### src/rtl/sttt_pkg.sv
// ----------------------------------------------------------------------------
// sttt_pkg: shared types and codes of the software timer task table
// Operation and status codes, the per-slot record and the tick unit result.
// ----------------------------------------------------------------------------
package sttt_pkg;

	// table size, tied to the 4-bit slot fields of the ports
	localparam int MAX_TASKS = 16;

	// operation codes
	localparam logic [2:0] OP_TICK     = 3'd0;
	localparam logic [2:0] OP_CREATE   = 3'd1;
	localparam logic [2:0] OP_DELETE   = 3'd2;
	localparam logic [2:0] OP_DISPATCH = 3'd3;
	localparam logic [2:0] OP_READ     = 3'd4;
	localparam logic [2:0] OP_CLEAR    = 3'd5;

	// status codes
	localparam logic [1:0] ST_OK      = 2'd0;
	localparam logic [1:0] ST_FULL    = 2'd1;
	localparam logic [1:0] ST_UNKNOWN = 2'd2;
	localparam logic [1:0] ST_NONE    = 2'd3;

	// one slot's record in the slot memory
	typedef struct packed {
		logic        one_shot;
		logic [31:0] period;
		logic [31:0] elapsed;
		logic [31:0] busy;
	} slot_rec_t;

	// tick unit result
	typedef struct packed {
		logic [31:0] elapsed;
		logic [31:0] busy;
		logic        reached;
	} tick_res_t;

endpackage

### src/rtl/sttt_slot_ram.sv
// ----------------------------------------------------------------------------
// sttt_slot_ram: slot record memory
// One write port and one read port with registered read data.
// ----------------------------------------------------------------------------
module sttt_slot_ram #(
	parameter int DEPTH = 16,
	parameter int AW    = 4
) (
	input  logic                clk,
	input  logic                we,
	input  logic [AW-1:0]       waddr,
	input  sttt_pkg::slot_rec_t wdata,
	input  logic [AW-1:0]       raddr,
	output sttt_pkg::slot_rec_t rdata
);

	sttt_pkg::slot_rec_t mem [DEPTH];
	sttt_pkg::slot_rec_t rdata_q;

	// write and registered read
	always_ff @(posedge clk) begin
		if (we) begin
			mem[waddr] <= wdata;
		end
		rdata_q <= mem[raddr];
	end

	assign rdata = rdata_q;

endmodule

### src/rtl/sttt_free_stack.sv
// ----------------------------------------------------------------------------
// sttt_free_stack: storage of the free slot stack
// Entries never written read as their reset content, so slot 0 ends on top.
// ----------------------------------------------------------------------------
module sttt_free_stack #(
	parameter int DEPTH = 16,
	parameter int AW    = 4
) (
	input  logic          clk,
	input  logic          arst_n,
	input  logic          we,
	input  logic [AW-1:0] waddr,
	input  logic [AW-1:0] wdata,
	input  logic [AW-1:0] raddr,
	output logic [AW-1:0] rdata
);

	logic [AW-1:0]    mem [DEPTH];
	logic [DEPTH-1:0] written_q;
	logic [AW-1:0]    rdata_q;

	// mark entries that hold pushed slots
	always_ff @(posedge clk or negedge arst_n) begin
		if (!arst_n) begin
			written_q <= '0;
		end else if (we) begin
			written_q[waddr] <= 1'b1;
		end
	end

	// write and registered read with reset content fallback
	always_ff @(posedge clk) begin
		if (we) begin
			mem[waddr] <= wdata;
		end
		if (written_q[raddr]) begin
			rdata_q <= mem[raddr];
		end else begin
			rdata_q <= AW'(DEPTH - 1) - raddr;
		end
	end

	assign rdata = rdata_q;

endmodule

### src/rtl/sttt_tick_unit.sv
// ----------------------------------------------------------------------------
// sttt_tick_unit: shared count and compare unit
// Advances elapsed and busy counts of one slot and checks its period.
// ----------------------------------------------------------------------------
module sttt_tick_unit (
	input  sttt_pkg::slot_rec_t rec,
	output sttt_pkg::tick_res_t res
);

	// advance both counts, compare the wrapped elapsed count
	always_comb begin
		res.elapsed = rec.elapsed + 32'd1;
		res.busy    = rec.busy + 32'd1;
		res.reached = (res.elapsed >= rec.period);
	end

endmodule

### src/rtl/software_timer_task_table.sv
// ----------------------------------------------------------------------------
// software_timer_task_table: table of periodic and one-shot software timers
// Sequence: create, read and clear pass S_CREATE or S_SINGLE, then S_FIN
//   loads the result register; rejected items and unused codes go straight
//   to S_FIN. Tick, delete and dispatch walk the run order before S_FIN, with
//   S_ORD_WT and S_ORD_CHK per active slot, and S_EXEC for one it executes.
// Throughput: one item at a time; a new item is taken once the last result
//   of the previous one is loaded into the output register.
// Reset: arst_n clears control state; the table starts empty, all slots free.
// ----------------------------------------------------------------------------
module software_timer_task_table (
	input  logic        clk,
	input  logic        arst_n,
	input  logic        req_valid,
	output logic        req_stall,
	input  logic [2:0]  op,
	input  logic [3:0]  slot,
	input  logic [31:0] period,
	input  logic        one_shot,
	output logic        rsp_valid,
	input  logic        rsp_stall,
	output logic [1:0]  status,
	output logic [3:0]  task_slot,
	output logic [31:0] busy_ticks,
	output logic        last
);

	localparam int MAX_TASKS = sttt_pkg::MAX_TASKS;
	localparam int SW = (MAX_TASKS > 1) ? $clog2(MAX_TASKS) : 1;
	localparam int CW = $clog2(MAX_TASKS + 1);

	typedef enum logic [2:0] {
		S_IDLE, S_CREATE, S_SINGLE, S_ORD_WT, S_ORD_CHK, S_EXEC, S_FIN
	} state_t;

	state_t                state_q;
	logic [2:0]            op_q;
	logic [SW-1:0]         sl_q;
	logic [31:0]           period_q;
	logic                  one_shot_q;
	logic [MAX_TASKS-1:0]  in_use_q;
	logic [MAX_TASKS-1:0]  ready_q;
	logic [CW-1:0]         act_q;
	logic [CW-1:0]         free_q;
	logic [CW-1:0]         idx_q;
	logic [CW-1:0]         wr_q;
	logic [SW-1:0]         cur_q;
	logic                  pend_v_q;
	logic [SW-1:0]         pend_slot_q;
	logic [31:0]           pend_busy_q;
	logic [1:0]            res_st_q;
	logic [3:0]            res_slot_q;
	logic [31:0]           res_busy_q;
	logic                  out_valid_q;
	logic [1:0]            status_q;
	logic [3:0]            task_slot_q;
	logic [31:0]           busy_q;
	logic                  last_q;

	logic [SW-1:0]         ord_mem [MAX_TASKS];
	logic [SW-1:0]         ord_rd_q;

	logic                  accept;
	logic                  out_free;
	logic [SW-1:0]         sl_in;
	logic                  slot_ok;
	logic                  s_ready;
	logic                  chk_exec;
	logic                  chk_keep;
	logic                  exec_go;
	logic                  exec_keep;
	logic                  adv;
	logic                  keep;
	logic [CW-1:0]         wr_nxt;
	logic [CW-1:0]         idx_nxt;
	logic                  walk_end;
	logic                  ord_we;
	logic [SW-1:0]         ord_waddr;
	logic [SW-1:0]         ord_wdata;
	logic                  ram_we;
	logic [SW-1:0]         ram_waddr;
	logic [SW-1:0]         ram_raddr;
	sttt_pkg::slot_rec_t   ram_wdata;
	sttt_pkg::slot_rec_t   rec;
	sttt_pkg::tick_res_t   tu;
	logic                  stk_we;
	logic [SW-1:0]         stk_wdata;
	logic [SW-1:0]         stk_rd;

	assign accept    = req_valid && (state_q == S_IDLE);
	assign req_stall = (state_q != S_IDLE);
	assign out_free  = !out_valid_q || !rsp_stall;
	assign sl_in     = SW'(slot);
	assign slot_ok   = (32'(slot) < MAX_TASKS) && in_use_q[sl_in];

	// decide what the walk does with the current run order entry
	always_comb begin
		s_ready   = ready_q[ord_rd_q];
		chk_exec  = ((op_q == sttt_pkg::OP_TICK) && !s_ready) ||
			((op_q == sttt_pkg::OP_DISPATCH) && s_ready);
		chk_keep  = ((op_q == sttt_pkg::OP_DELETE) && (ord_rd_q != sl_q)) ||
			((op_q == sttt_pkg::OP_DISPATCH) && !s_ready);
		exec_go   = !((op_q == sttt_pkg::OP_DISPATCH) && pend_v_q && !out_free);
		exec_keep = (op_q == sttt_pkg::OP_DISPATCH) && !rec.one_shot;
		adv       = ((state_q == S_ORD_CHK) && !chk_exec) ||
			((state_q == S_EXEC) && exec_go);
		keep      = (state_q == S_ORD_CHK) ? chk_keep : exec_keep;
		wr_nxt    = wr_q + CW'(adv && keep);
		idx_nxt   = idx_q + CW'(1);
		walk_end  = (idx_nxt == act_q);
	end

	// run order, stack and slot memory write controls
	always_comb begin
		ord_we    = (adv && keep) || (state_q == S_CREATE);
		ord_waddr = (state_q == S_CREATE) ? SW'(act_q) : SW'(wr_q);
		ord_wdata = (state_q == S_CREATE) ? stk_rd :
			((state_q == S_ORD_CHK) ? ord_rd_q : cur_q);

		stk_we    = (accept && (op == sttt_pkg::OP_DELETE) && slot_ok) ||
			((state_q == S_EXEC) && exec_go && (op_q == sttt_pkg::OP_DISPATCH) &&
			rec.one_shot);
		stk_wdata = (state_q == S_IDLE) ? sl_in : cur_q;

		case (state_q)
			S_ORD_CHK: ram_raddr = ord_rd_q;
			S_EXEC:    ram_raddr = cur_q;
			default:   ram_raddr = sl_in;
		endcase

		ram_we    = 1'b0;
		ram_waddr = cur_q;
		ram_wdata = rec;
		case (state_q)
			S_CREATE: begin
				ram_we    = 1'b1;
				ram_waddr = stk_rd;
				ram_wdata = '{one_shot: one_shot_q, period: period_q,
					elapsed: 32'd0, busy: 32'd0};
			end
			S_SINGLE: begin
				ram_we         = (op_q == sttt_pkg::OP_CLEAR);
				ram_waddr      = sl_q;
				ram_wdata.busy = 32'd0;
			end
			S_EXEC: begin
				if (op_q == sttt_pkg::OP_TICK) begin
					ram_we            = 1'b1;
					ram_wdata.elapsed = tu.elapsed;
					ram_wdata.busy    = tu.busy;
				end else begin
					ram_we            = exec_go && exec_keep;
					ram_wdata.elapsed = 32'd0;
				end
			end
			default: begin
				ram_we = 1'b0;
			end
		endcase
	end

	// run order memory
	always_ff @(posedge clk) begin
		if (ord_we) begin
			ord_mem[ord_waddr] <= ord_wdata;
		end
		ord_rd_q <= ord_mem[SW'(idx_q)];
	end

	sttt_slot_ram #(
		.DEPTH (MAX_TASKS),
		.AW    (SW)
	) u_slot_ram (
		.clk   (clk),
		.we    (ram_we),
		.waddr (ram_waddr),
		.wdata (ram_wdata),
		.raddr (ram_raddr),
		.rdata (rec)
	);

	sttt_free_stack #(
		.DEPTH (MAX_TASKS),
		.AW    (SW)
	) u_free_stack (
		.clk    (clk),
		.arst_n (arst_n),
		.we     (stk_we),
		.waddr  (SW'(free_q)),
		.wdata  (stk_wdata),
		.raddr  (SW'(free_q - CW'(1))),
		.rdata  (stk_rd)
	);

	sttt_tick_unit u_tick (
		.rec (rec),
		.res (tu)
	);

	// sequencer, slot flags, counts and result registers
	always_ff @(posedge clk or negedge arst_n) begin
		if (!arst_n) begin
			state_q     <= S_IDLE;
			op_q        <= sttt_pkg::OP_TICK;
			in_use_q    <= '0;
			ready_q     <= '0;
			act_q       <= '0;
			free_q      <= CW'(MAX_TASKS);
			idx_q       <= '0;
			wr_q        <= '0;
			pend_v_q    <= 1'b0;
			out_valid_q <= 1'b0;
		end else begin
			// drop a beat once taken
			if (out_valid_q && !rsp_stall) begin
				out_valid_q <= 1'b0;
			end
			case (state_q)
				S_IDLE: begin
					if (accept) begin
						op_q       <= op;
						sl_q       <= sl_in;
						period_q   <= period;
						one_shot_q <= one_shot;
						idx_q      <= '0;
						wr_q       <= '0;
						res_st_q   <= sttt_pkg::ST_OK;
						res_slot_q <= 4'd0;
						res_busy_q <= 32'd0;
						case (op)
							sttt_pkg::OP_TICK, sttt_pkg::OP_DISPATCH: begin
								state_q <= (act_q == '0) ? S_FIN : S_ORD_WT;
							end
							sttt_pkg::OP_CREATE: begin
								if (free_q == '0 || act_q >= CW'(MAX_TASKS)) begin
									res_st_q <= sttt_pkg::ST_FULL;
									state_q  <= S_FIN;
								end else begin
									state_q <= S_CREATE;
								end
							end
							sttt_pkg::OP_DELETE: begin
								res_slot_q <= slot;
								if (!slot_ok) begin
									res_st_q <= sttt_pkg::ST_UNKNOWN;
									state_q  <= S_FIN;
								end else begin
									in_use_q[sl_in] <= 1'b0;
									ready_q[sl_in]  <= 1'b0;
									free_q          <= free_q + CW'(1);
									state_q         <= S_ORD_WT;
								end
							end
							sttt_pkg::OP_READ, sttt_pkg::OP_CLEAR: begin
								res_slot_q <= slot;
								if (!slot_ok) begin
									res_st_q <= sttt_pkg::ST_UNKNOWN;
									state_q  <= S_FIN;
								end else begin
									state_q <= S_SINGLE;
								end
							end
							default: begin
								state_q <= S_FIN;
							end
						endcase
					end
				end
				S_CREATE: begin
					in_use_q[stk_rd] <= 1'b1;
					ready_q[stk_rd]  <= 1'b0;
					act_q            <= act_q + CW'(1);
					free_q           <= free_q - CW'(1);
					res_slot_q       <= 4'(stk_rd);
					state_q          <= S_FIN;
				end
				S_SINGLE: begin
					if (op_q == sttt_pkg::OP_READ) begin
						res_busy_q <= rec.busy;
					end
					state_q <= S_FIN;
				end
				S_ORD_WT: begin
					state_q <= S_ORD_CHK;
				end
				S_ORD_CHK: begin
					cur_q <= ord_rd_q;
					if (chk_exec) begin
						state_q <= S_EXEC;
					end
				end
				S_EXEC: begin
					if (op_q == sttt_pkg::OP_TICK) begin
						if (tu.reached) begin
							ready_q[cur_q] <= 1'b1;
						end
					end else if (exec_go) begin
						// push the held dispatch beat, hold this one
						if (pend_v_q) begin
							out_valid_q <= 1'b1;
							status_q    <= sttt_pkg::ST_OK;
							task_slot_q <= 4'(pend_slot_q);
							busy_q      <= pend_busy_q;
							last_q      <= 1'b0;
						end
						pend_v_q       <= 1'b1;
						pend_slot_q    <= cur_q;
						pend_busy_q    <= rec.busy;
						ready_q[cur_q] <= 1'b0;
						if (rec.one_shot) begin
							in_use_q[cur_q] <= 1'b0;
							free_q          <= free_q + CW'(1);
						end
					end
				end
				S_FIN: begin
					if (out_free) begin
						out_valid_q <= 1'b1;
						last_q      <= 1'b1;
						if (op_q == sttt_pkg::OP_DISPATCH) begin
							pend_v_q <= 1'b0;
							if (pend_v_q) begin
								status_q    <= sttt_pkg::ST_OK;
								task_slot_q <= 4'(pend_slot_q);
								busy_q      <= pend_busy_q;
							end else begin
								status_q    <= sttt_pkg::ST_NONE;
								task_slot_q <= 4'd0;
								busy_q      <= 32'd0;
							end
						end else begin
							status_q    <= res_st_q;
							task_slot_q <= res_slot_q;
							busy_q      <= res_busy_q;
						end
						state_q <= S_IDLE;
					end
				end
				default: begin
					state_q <= S_IDLE;
				end
			endcase
			// advance the walk, close it at the end of the run order
			if (adv) begin
				idx_q <= idx_nxt;
				wr_q  <= wr_nxt;
				if (walk_end) begin
					if (op_q != sttt_pkg::OP_TICK) begin
						act_q <= wr_nxt;
					end
					state_q <= S_FIN;
				end else begin
					state_q <= S_ORD_WT;
				end
			end
		end
	end

	assign rsp_valid  = out_valid_q;
	assign status     = status_q;
	assign task_slot  = task_slot_q;
	assign busy_ticks = busy_q;
	assign last       = last_q;

endmodule

### config.mk
export PLATFORM = sky130hd
export DESIGN_NAME = software_timer_task_table
export DESIGN_NICKNAME = d
export VERILOG_FILES = /design/src/rtl/sttt_pkg.sv /design/src/rtl/sttt_slot_ram.sv /design/src/rtl/sttt_free_stack.sv /design/src/rtl/sttt_tick_unit.sv /design/src/rtl/software_timer_task_table.sv
export SDC_FILE = /design/constraint.sdc
export NUM_CORES = 2
export LEC_CHECK = 0
export BUFFER_PORTS_ARGS = -buffer_cell sky130_fd_sc_hd__buf_2
export CORE_UTILIZATION = 32
export CTS_CLUSTER_SIZE = 30
export DETAILED_ROUTE_END_ITERATION = 8
export PLACE_DENSITY = 0.48
export SYNTH_ARGS = -nofsm -noshare
export SYNTH_HDL_FRONTEND = slang
export SYNTH_SLANG_ARGS = --single-unit
### constraint.sdc
create_clock -name clk -period 7.4 [get_ports clk]
set_input_delay 1.48 -clock clk [delete_from_list [all_inputs] [get_ports clk]]
set_output_delay 1.48 -clock clk [all_outputs]
set_load 0.05 [all_outputs]
* Word-level counts from Yosys, hierarchy flattened
Memories as Yosys holds them, arrays and structs flattened. A register that Yosys moved wholly into a read port is not among the register bits. Index checks and enable logic that the tools add are counted.
Word-level totals: input bits 44, word-level logic and storage cells 278, memories 3, register bits after elaboration 234, RAM bits 1680, output and inout bits 41
Operators by class: equality and inequality tests 33, bitwise gates (word level) 13, reductions and logical operators 63, $add $sub $neg 8, $lt $le $gt $ge 12, multiplexer cells 121
Memory list:
- u_slot_ram.mem | depth 16, bits a word 97, rd ports 1, clocked after Yosys merged registers in 1, write ports 1, RTL line sttt_slot_ram.sv:17 | sttt_pkg::slot_rec_t mem [DEPTH];
- ord_mem | depth 16, bits a word 4, rd ports 1, clocked after Yosys merged registers in 1, write ports 1, RTL line software_timer_task_table.sv:60 | logic [SW-1:0] ord_mem [MAX_TASKS];
- u_free_stack.mem | depth 16, bits a word 4, rd ports 1, clocked after Yosys merged registers in 0, write ports 1, RTL line sttt_free_stack.sv:18 | logic [AW-1:0] mem [DEPTH];
Operators by type and width (number):
- $mux 32 | 10
- $pmux 32 s2 | 4
- $mux 16 | 12
- $pmux 16 s3 | 2
- $and 16x16->16 | 5
- $mux 5 | 14
- $add 32x1->32 const B | 2
- $mux 4 | 13
- $not 16->16 | 3
- $or 16x16->16 | 3
- $mux 33 | 1
- $ge 32x32->1 | 1
- $pmux 4 s2 | 4
- $lt 4x5->1 const B | 6
- $mux 1 | 29
- $mux 3 | 9
- $eq 3x3->1 const B | 7
- $logic_and 1x1->1 | 21
- $eq 3x2->1 const B | 6
- $ne 2x2->1 const B | 9
- $pmux 3 s6 | 1
- $demux 1 s4 | 4
- $ge 4x1->1 const B | 4
- $add 5x1->5 const B | 3
- 31 further kinds | 77

* Longest topological paths before layout
depth in word-level cells 13, gate-level depth with buffers 16, gate-level depth less buffers 14

* Cells and area by module
A second synthesis with hierarchy kept.
Second synthesis, totals: cell total of the unflattened synthesis 4142, area total of the unflattened synthesis 78888.2 um2
By module, submodules not included:
- sttt_slot_ram | cells an instance 2484, area an instance 59867.4 um2, seq. area each 48546.6 um2, instances 1
- software_timer_task_table | cells an instance 1193, area an instance 13760.7 um2, seq. area each 8129.0 um2, instances 1
- sttt_free_stack | cells an instance 190, area an instance 3337.0 um2, seq. area each 2402.3 um2, instances 1
- sttt_tick_unit | cells an instance 275, area an instance 1923.1 um2, seq. area each 0.0 um2, instances 1

* Worst setup path after synthesis
No wires, ideal clock.
kind input -> register, start point in rsp_stall, end point mem u_slot_ram.mem[0][0] (netlist bit), enable pin, path slack 462 ps, arrival time 6384 ps, stages on the path 7, cell sequence and4_1 clkbuf_1 o21ai_0 a21oi_1 nor2b_1 nand2_1 nor2_1
Between the ends: cells in the longest elaborated chain, start to end 10
Ends and longest elaborated chain:
- start, declared | RTL line software_timer_task_table.sv:21 | input logic rsp_stall,
- $logic_not 1->1 | RTL line software_timer_task_table.sv:92 | assign out_free = !out_valid_q || !rsp_stall;
- $logic_or 1x1->1 | RTL line software_timer_task_table.sv:92
- $logic_not 1->1 | RTL line software_timer_task_table.sv:103 | exec_go = !((op_q == sttt_pkg::OP_DISPATCH) && pend_v_q && !out_free);
- $logic_and 1x1->1 | RTL line software_timer_task_table.sv:103
- $logic_not 1->1 | RTL line software_timer_task_table.sv:103
- $logic_and 1x1->1 | RTL line software_timer_task_table.sv:152 | ram_we = exec_go && exec_keep;
- $mux 1 | RTL line software_timer_task_table.sv:147 | if (op_q == sttt_pkg::OP_TICK) begin
- $pmux 1 s3 | RTL line software_timer_task_table.sv:134 | case (state_q)
- $mux 1 | RTL line sttt_slot_ram.sv:22 | if (we) begin
- $mux 1 (implied by the code) | RTL line sttt_slot_ram.sv:23 | mem[waddr] <= wdata;
- end, declared | RTL line sttt_slot_ram.sv:17
Every way passes these cells.

==> flow_summary.yaml <==
run_status:
  status: "completed"
sta:
  slew_headroom: 0.0887
  rsz0062_at_grt: "false"
  final.min_clock_period_ns: 5.10
  fin_crit_sh: 0.690
  setup_viol: 0
  slew_violations: 0
  clock_skew_ns: 0.0354
  finalHoldViolCount: 0
  tightest_slew_ns: 1.36
  max_freq_ghz: 0.196
  fin_ws_ns: 2.30
  fin_tns_setup_ns: 0
placement:
  gp_congestion: 0.784
  numPortBuffers: 84
  hpwl_microns: 103000
  place_ws_ns: 2.33
  placed_cell_area_sq_um: 83800
min_path:
  min_to: "u_free_stack.written_q[4]"
  worstHoldPathCells: 1
  worstHoldStart: "u_free_stack.written_q[4]"
  hold_class: "reg2reg"
route:
  first_pass_iters: 6
  wl_per_cell_microns: 25.3
  antenna_left: 0
  vias: 39448
  routed_wirelength_microns: 196000
  via_per_inst: 5.09
  route.detailed.drc: 0
  first_iter_violations: 3400
die:
  row_count: 181
  fp.dieArea_sq_um: 248000
  core_sq_um: 244000
  fp.dieW_microns: 498
  io_pins: 85
  die_h_microns: 498
  initial_core_util: 0.323
logic_synthesis:
  yosysWarnings: 0
  synth_edf_count: 1834
  yosysMostFrequentCell: "edfxtp_1"
  synth_nets: 4225
  ys_ff_latch: 2015
  synth_ff_type: "edfxtp_1"
  synth.distinct_cells: 71
  yosysTopAreaCell: "edfxtp_1"
  avgSynthCellArea_sq_um: 19.0
  ys_seq_area_frac: 0.751
  synthArstFlopShare: 0.0377
  synth_common_cells: "edfxtp_1, mux4_2, nand2_1"
  synth_top_area_frac: 0.700
  netlist_instances: 4138
  syn_area_sq_um: 78600
  synth.area.top_cells: "edfxtp_1, mux4_2, dfxtp_1"
power:
  total_power_mw: 38.0
  leakage_nw: 29.6
  powerDensity_nw_per_um2: 419
  peakVddDrop_mv: 0.530
worst_setup_path:
  path_class: "reg2reg"
  reg2reg_slack_ns: 2.30
  worstPathRequired_ns: 8.10
  cp-start-kind: "flip-flop"
  crit_path_max_fanout: 16
  reg2reg_from: "u_slot_ram.rdata[34]"
  end_kind: "flip-flop"
  r2r_cells: 14
  crit_arrival_ns: 5.80
clock_network:
  cts_tree: "yes"
  path_clk_slew_ns: 0.06
  cts_root_buf: "clkbuf_16"
  cts_inserted_buffers: 214
  postCtsSetupRepairBufs: 0
  clk_latency_ns: 0.84
  cts_resized: 0
  holdBufCountCts: 0
  clock-sinks: 2015
  clk_path_buf_depth: 3
  htree_num_levels: 4
cells_and_area:
  nFillCells: 22419
  multi_input_area_sq_um: 18700
  layout-drive-gt1-share: 0.238
  layout.nets: 4447
  final_cell_area_sq_um: 90800
  area_delta_synth_final_pct: 15.5
  register_area_sq_um: 59100
global_routing:
  grt_overflow_total: 0
  grt_usage: 0.157
  grt_max_degree: 109
  first_global_vias: 40926
  grt_pass1_wl_microns: 288000
  antenna_found_initial: 3
job:
  cap_violations: 0
## area by class of cell
cell class / instances / area share
sequential: 2015 / 0.650
multi-input combinational: 1847 / 0.206
clock buffer: 302 / 0.0668
tap: 3202 / 0.0441
timing repair buffer: 235 / 0.0202
clock inverter: 106 / 0.0110
inverter: 47 / 0.00194
antenna: 2 / 0.0000551
## layout by cell type (no fill, tap or decap), types with 44 or more instances in the layout
master and instances:
dfrtp_1 75, o21ai_0 141, nand2_1 310, nand3_1 67, inv_1 47, a21oi_1 44
a22o_1 57, edfxtp_1 1834, a22oi_1 198, clkbuf_16 217, clkbuf_1 53, buf_4 130
mux4_2 427, dfxtp_1 105, buf_2 83, nor2_1 85
## logic make-up after synthesis
group	after synthesis	share of synthesized area
fa+ha+maj	43	0.00684
mux	497	0.132
flops	2015	0.751
xor+xnor	52	0.00579
simple gates	713	0.0429
buf+inv	276	0.0144
compound gates	542	0.0468
## how the worst max path moves through the flow
stage	start	end	slack, ns
floorplan	rsp_stall	u_slot_ram.mem[0][0]	0.46
global placement	u_slot_ram.rdata[34]	flip-flop	2.36
detailed placement	u_slot_ram.rdata[34]	flip-flop	2.33
CTS	u_slot_ram.rdata[34]	flip-flop	2.29
global route	u_slot_ram.rdata[34]	flip-flop	1.98
finish	u_slot_ram.rdata[34]	flip-flop	2.30
## routing by layer
metal	track usage	part of all wire	up-vias
met4	0.0380	0.019	0
li1	-	-	17306
met5	0	0	-
met2	0.252	0.47	933
met3	0.0262	0.046	269
met1	0.222	0.46	20940
## registers in the layout (all words and copies together), names as in the netlist, 4 cells and up, named ones only
signal	count
u_free_stack.mem	64
sl_q	4
ord_mem	64
period_q	32
u_slot_ram.mem	1552
in_use_q	16
res_slot_q	4
act_q	5
u_free_stack.rdata	4
pend_slot_q	4
wr_q	5
u_slot_ram.rdata	97
free_q	5
res_busy_q	32
ord_rd_q	4
busy_ticks	32
idx_q	5
u_free_stack.written_q	16
task_slot	4
cur_q	4
pend_busy_q	32
## report_power, final
part,internal (mW),leakage (nW),switching [mW]
registers,15.4,18.5,0.792
clock network,6.18,3.47,4.49
logic,4.20,7.68,6.99
## through the flow
stage                     hold WS (ns)  utilization  std cells
after global placement           0.445        0.344       7345
after global routing             0.436        0.373       7755
after CTS                        0.412        0.373       7753
after detailed placement         0.449        0.344       7345
final                            0.462        0.373       7756
after floorplan                  0.434            -       4138
## worst max-delay path, stage by stage, from the launching register on
cell     delay (ns)
dfxtp_1        0.44
nand4_1        0.21
nor3_1         0.71
nand4_1        0.43
nor2b_1        0.43
nand3_1        0.19
xnor2_1        0.17
ha_1           0.29
nand4_1        0.17
nor2_1         0.08
a211o_1        0.25
or4_4          0.49
a31oi_4        0.66
nor2_1         0.13
mux2_2         0.30
Power figures use the tool's default switching activity.
